File: config.mk
export PLATFORM = sky130hd
export DESIGN_NAME = fdc_ram
export DESIGN_NICKNAME = d
export VERILOG_FILES = /design/src/fdc_ram.sv
export SDC_FILE = /design/constraint.sdc
export NUM_CORES = 1
export LEC_CHECK = 0
export BUFFER_PORTS_ARGS = -buffer_cell sky130_fd_sc_hd__buf_4
export CORE_MARGIN = 2
export CORE_UTILIZATION = 40
export DETAILED_ROUTE_END_ITERATION = 16
export SLEW_MARGIN = 20
export SYNTH_ARGS = -nofsm -noshare
export SYNTH_HDL_FRONTEND = slang
export SYNTH_SLANG_ARGS = --single-unit
File: constraint.sdc
create_clock -name clk -period 1.9 [get_ports clk]
set_clock_uncertainty 0.1 [all_clocks]
set_input_delay 0.38 -clock clk [delete_from_list [all_inputs] [get_ports clk]]
set_output_delay 0.38 -clock clk [all_outputs]
set_load 0.01 [all_outputs]
File: src/fdc_ram.sv
// Generic simple dual-port RAM: one write port, one registered read port.
// Depends on nothing.
`timescale 1ns / 1ps

module fdc_ram #(
    parameter int WIDTH = 8,
    parameter int DEPTH = 16
) (
    input  logic                     clk,
    input  logic                     we,
    input  logic [$clog2(DEPTH)-1:0] waddr,
    input  logic [WIDTH-1:0]         wdata,
    input  logic [$clog2(DEPTH)-1:0] raddr,
    output logic [WIDTH-1:0]         rdata
);

    logic [WIDTH-1:0] mem [DEPTH];
    logic [WIDTH-1:0] rdata_reg;

    always_ff @(posedge clk)
    begin
        if (we)
        begin
            mem[waddr] <= wdata;
        end
        rdata_reg <= mem[raddr];
    end

    assign rdata = rdata_reg;

endmodule

==> impl_metrics.tcl, run 1 <==
set metrics [dict create \
    pwr_density_cell_mw_per_mm2 1118 \
    hp-class "input pin to flip-flop" \
    core_area_sq_mm 0.01257 \
    syn_inst 229 \
    die_area_sq_mm 0.01379 \
    reg2reg_depth 3 \
    worstHoldStart "wdata[2]" \
    multi_input_area_sq_mm 0.001062 \
    syn_area_sq_mm 0.005147 \
    syn_area_per_cell_sq_um 22.48 \
    start_util_pct 40.96 \
    final_common_cell "edfxtp_1" \
    reg2reg_to "rdata[2]" \
    clkPwrFrac_pct 47.2 \
    die_x_microns 117.4 \
    ys_seq_elements 136 \
    final_layout_size_suffix_gt1_share_pct 32.67 \
    place_ws_ns 0.04433 \
    crit_type "flip-flop to flip-flop" \
    power.leakage_nw 2.159 \
    area_growth_pct 22.80 \
    final-hold-violation-count 0 \
    final_cell_mix "edfxtp_1, buf_4, mux4_2, clkbuf_16, a22oi_1" \
    drc_errors 0 \
    avgViaCountPerCell 5.106 \
    n_antenna_cell 0 \
    crit_path_end_kind "flip-flop" \
    clkLatencyLatePin_ns 0.41 \
    max_slew.worst_pin.slew_ns 0.7936 \
    crit_required_ns 2.10 \
    htree_levels 4 \
    whs_ns 0.1767 \
    cp_top_family "multiplexers" \
    die_y_microns 117.4 \
    synth.distinct_cells 19 \
    internal_power_mw 5.696 \
    r2r_setup_slack_ns 0.44 \
    fillers 1019 \
    grt_setup_unrepaired "false" \
    grt_usage_pct 15.54 \
    cts_root_buf "clkbuf_16" \
    cts.path.max_buffers 2 \
    cts_buffers 17 \
    postCtsSetupBuffers 0 \
    max_freq_mhz 684.6 \
    relSlewSlack_pct 46.98 \
    hold_depth 1 \
    largest_reg_flops 128 \
    crit_buf_inv 0 \
    drv_slew 0 \
    r2r-start "mem[1][2]" \
    p_seq_share_pct 47.8 \
    numClockSinks 136 \
    path_max_fanout 1 \
    tns_ns 0 \
    cts_resized 0 \
    cts.clk_slew.worst_paths_ns 0.06 \
    antenna_found_initial 0 \
    portBuffers 25 \
    place_hpwl_microns 6570 \
    fp-row-count 41 \
    outcome "completed" \
    io_pins 26 \
    p_sw_share_pct 19.39 \
    fin_crit_sh_pct 76.88 \
    grt.overflow.total 0 \
    nNetsFinal 305 \
    grt_pass1_wl_microns 15270 \
    crit_chain "mux4_1, a22oi_1, nand2_1" \
    drtPass1Iterations 4 \
    yosys_warnings 0 \
    yosysSeqAreaShare_pct 77.78 \
    vdd_drop_max_mv 0.5950 \
    num_vias 2410 \
    fin_ws_ns 0.4392 \
    stdcell_count 472 \
    setup_viol 0 \
    cap_violations 0 \
    critPathMaxStageDelay_ns 0.50 \
    dr.first_iter.drc_count 272 \
    cts_tree "built" \
    final-seq-area_sq_mm 0.004004 \
    hold_end "mem[11][2]" \
    power_frac_comb_pct 5.0 \
    routabilityCongestion 0.7405 \
    arrival_ns 1.66 \
    finalWirelength_microns 9851 \
    dp.cells 440 \
    final_antenna_net_count 0 \
    switching_power_mw 1.370 \
    holdBufCountCts 0 \
    grt_max_degree 17 \
    period_minus_slack_ns 1.461 \
    startpoint_type "flip-flop" \
    critPathSlowestCell "mux4_1" \
    syn_nets 247 \
    post_drt_wl_per_cell_microns 20.87 \
    grt_pass1_vias 2526 \
]
==> per-stage QoR <==
| step | util, % | power (mW) | cell area [sq um] |
|---|---|---|---|
| 3_3_place_gp | 45.45 | 3.791 | 5712 |
| 2_1_floorplan | - | 3.611 | 5152 |
| 3_5_place_dp | 45.45 | 3.799 | 5712 |
| 6_report | 50.29 | 7.067 | 6321 |
| 5_1_grt | 50.29 | 7.288 | 6321 |
| 4_1_cts | 50.29 | 7.116 | 6321 |
==> layer usage <==
| metal | vias up | share of wire, % | global-route usage, % |
|---|---|---|---|
| li1 | 1088 | - | - |
| met1 | 1249 | 45 | 21.38 |
| met2 | 66 | 49 | 23.61 |
| met3 | 7 | 4.8 | 4.037 |
| met4 | 0 | 1.4 | 6.777 |
| met5 | - | 0 | 0 |
==> cells by family (layout without fill, tap and decap cells) <==
kind of cell / count (synthesis) / in the layout / share of synthesized area, %
AO/OA/AOI/OAI: 16 / 16 / 2.334
buffers and inverters: 10 / 81 / 1.677
flip-flops: 136 / 136 / 77.78
multiplexers: 32 / 32 / 15.02
AND/OR/NAND/NOR: 35 / 35 / 3.184
==> cell usage after synthesis <==
library cell     number  area (sq um)
nand2b_1              2         12.51
and2_1                1         6.260
buf_2                 3         15.01
nor2_1               13         48.80
dfxtp_1               8         160.2
mux4_1               14         367.9
buf_4                 1         7.510
buf_6                 3         33.78
or3b_2                1         8.760
nand3_1               1         5.000
nand3b_1              2         15.01
nand2_1               9         33.78
mux4_2               18         405.4
a22oi_1              16         120.1
nor2b_1               1         6.260
and2b_1               1         7.510
clkdlybuf4s25_2       3         30.03
edfxtp_1            128          3844
nor3_1                4         20.02
==> final cells by class <==
type                       instances  area share, %
tap                              172          3.405
timing repair buffer              49          6.809
sequential                       136          63.34
clock buffer                      17          6.730
clock inverter                    15          2.910
multi-input combinational         83          16.81
==> worst register-to-register path, cell delays in order (launching register included) <==
cell and delay (ns):
edfxtp_1 0.36, mux4_1 0.50, a22oi_1 0.32, nand2_1 0.08
==> worst max-delay path by stage <==
| stage | from | endpoint | slack (ns) | cells after the start |
|---|---|---|---|---|
| 2_1_floorplan | waddr[2] | mem[3][0] | 0.15 | 2 |
| 3_3_place_gp | raddr[0] | rdata[2] | 0.02 | 5 |
| 3_5_place_dp | raddr[0] | rdata[2] | 0.04 | 5 |
| 4_1_cts | mem[1][2] | rdata[2] | 0.44 | 3 |
| 5_1_grt | mem[2][1] | rdata[1] | 0.35 | 3 |
| 6_report | mem[1][2] | rdata[2] | 0.44 | 3 |
==> power groups by stage <==
stage	sequential, mW	combinational [mW]	clock [mW]
global placement	3.44	0.355	0
finish	3.38	0.355	3.34
global route	3.38	0.386	3.52
detailed placement	3.44	0.360	0
floorplan	3.44	0.171	0
CTS	3.38	0.361	3.38
No activity file was read; power rests on OpenSTA's default activity.
==> inputs of run 2 (changes only) <==
==> constraint.sdc (replaced) <==
create_clock -name clk -period 1.4 [get_ports clk]
set_clock_uncertainty 0.1 [all_clocks]
set_input_delay 0.28 -clock clk [delete_from_list [all_inputs] [get_ports clk]]
set_output_delay 0.28 -clock clk [all_outputs]
set_load 0.01 [all_outputs]
==> run 2 against run 1 <==
Die area is the same. Cell count grew 1.9%. Routed wire length shrank 2.4%. Sequential power grew 36%. First-iteration DRC count shrank 41%. Flip-flop and latch count is the same. Combinational power grew 46%.
==> impl_metrics.tcl, run 2 (synthesis results as in run 1) <==
set metrics [dict create \
    outcome "completed" \
    fp-row-count 41 \
    design_area_sq_mm 0.006384 \
    cts_buffers 17 \
    switching_power_mw 1.795 \
    dp.cells 449 \
    final_layout_size_suffix_gt1_share_pct 41.10 \
    max_freq_mhz 733.7 \
    portBuffers 25 \
    vdd_drop_max_mv 0.8105 \
    grt.overflow.total 0 \
    final-hold-violation-count 0 \
    cap_violations 0 \
    cp_top_family "multiplexers" \
    place_area_sq_mm 0.005827 \
    holdBufCountCts 0 \
    cts_tree "built" \
    grt_setup_unrepaired "true" \
    final_util_pct 50.79 \
    io_pins 26 \
    die_area_sq_mm 0.01379 \
    crit_path_end_kind "flip-flop" \
    crit_type "flip-flop to flip-flop" \
    relSlewSlack_pct 45.16 \
    fin_ws_ns 0.03705 \
    arrival_ns 1.55 \
    grt_usage_pct 15.26 \
    num_vias 2401 \
    core_area_sq_mm 0.01257 \
    final_antenna_net_count 0 \
    final_cell_mix "edfxtp_1, buf_4, mux4_2, clkbuf_16, a22oi_1" \
    place_ws_ns -0.4392 \
    numClockSinks 136 \
    fin_crit_sh_pct 97.35 \
    clkPwrFrac_pct 44.5 \
    hp-class "input pin to flip-flop" \
    n_antenna_cell 0 \
    crit_buf_inv 0 \
    crit_chain "mux4_2, a22oi_2, nand2_1" \
    grt_pass1_vias 2601 \
    cts_root_buf "clkbuf_16" \
    largest_reg_flops 128 \
    antenna_found_initial 0 \
    internal_power_mw 7.392 \
    die_x_microns 117.4 \
    pwr_density_cell_mw_per_mm2 1439 \
    max_slew.worst_pin.slew_ns 0.8209 \
    drtPass1Iterations 6 \
    drv_slew 0 \
    drc_errors 0 \
    crit_required_ns 1.58 \
    avgViaCountPerCell 4.992 \
    critPathSlowestCell "mux4_2" \
    nNetsFinal 314 \
    top_layer "met4" \
    die_y_microns 117.4 \
    stdcell_count 481 \
    area_growth_pct 24.02 \
    critPathMaxStageDelay_ns 0.48 \
    dr.first_iter.drc_count 160 \
    grt_pass1_wl_microns 15370 \
    p_seq_share_pct 49.9 \
    htree_levels 4 \
    dr_wl_met3_microns 459 \
    p_sw_share_pct 19.54 \
    tns_ns 0 \
    startpoint_type "flip-flop" \
    post_drt_wl_per_cell_microns 19.98 \
    path_max_fanout 1 \
    start_util_pct 40.96 \
    setup_viol 0 \
    period_minus_slack_ns 1.363 \
    power_frac_comb_pct 5.7 \
    cts.path.max_buffers 2 \
    wl_met2_microns 4764 \
    final_common_cell "edfxtp_1" \
    drt-met1-wl_microns 4266 \
    finalWirelength_microns 9611 \
    routabilityCongestion 0.7457 \
    p_total_mw 9.187 \
    power.leakage_nw 2.140 \
    cts.clk_slew.worst_paths_ns 0.05 \
    grt_max_degree 17 \
    whs_ns 0.08402 \
    place_hpwl_microns 6413 \
    clkLatencyLatePin_ns 0.40 \
]
## run 2: cell count changes in the layout (fill, tap and decap cells not counted), moves of 4 or more
cell,change
mux4_1,-14
mux4_2,+14
buf_4,+5
buf_12,+4
## run 2: final cells by class
class	count	area [sq um]
Clock buffer	20	436.7
Clock inverter	12	108.9
Fill cell	1002	6185
Multi-Input combinational cell	83	1071
Sequential cell	136	4004
Tap cell	172	215.2
Timing Repair Buffer	58	548.0
## run 2: final timing paths
path / cells past startpoint / slack, ns / from / end
worst max-delay path: 3 / 0.04 / mem[11][6] / rdata[6]
worst min-delay path: 1 / 0.08 / wdata[4] / mem[14][4]
worst max register to register: 3 / 0.04 / mem[11][6] / rdata[6]
worst min register to register: 3 / 0.58 / mem[7][1] / rdata[1]
## run 2: metal layers
layer / track usage (%) / vias up
met3: 3.599 / 10
li1: - / 1095
met4: 6.099 / 0
met5: 0 / -
met2: 24.16 / 67
met1: 20.57 / 1229
## run 2: power groups by stage
stage	registers, mW	clock network, mW	logic (mW)
after global routing	4.59	4.32	0.568
final	4.58	4.08	0.520
after detailed placement	4.66	0	0.525
after global placement	4.66	0	0.519
after floorplan	4.67	0	0.259
after CTS	4.58	4.14	0.534
## run 2: repair_timing
action / CTS / global route
setup buffers: 0 / 0
endpoints found under the hold margin: 0 / 0
gates resized for setup: 4 / 0
endpoints found under the setup margin: 3 / 4
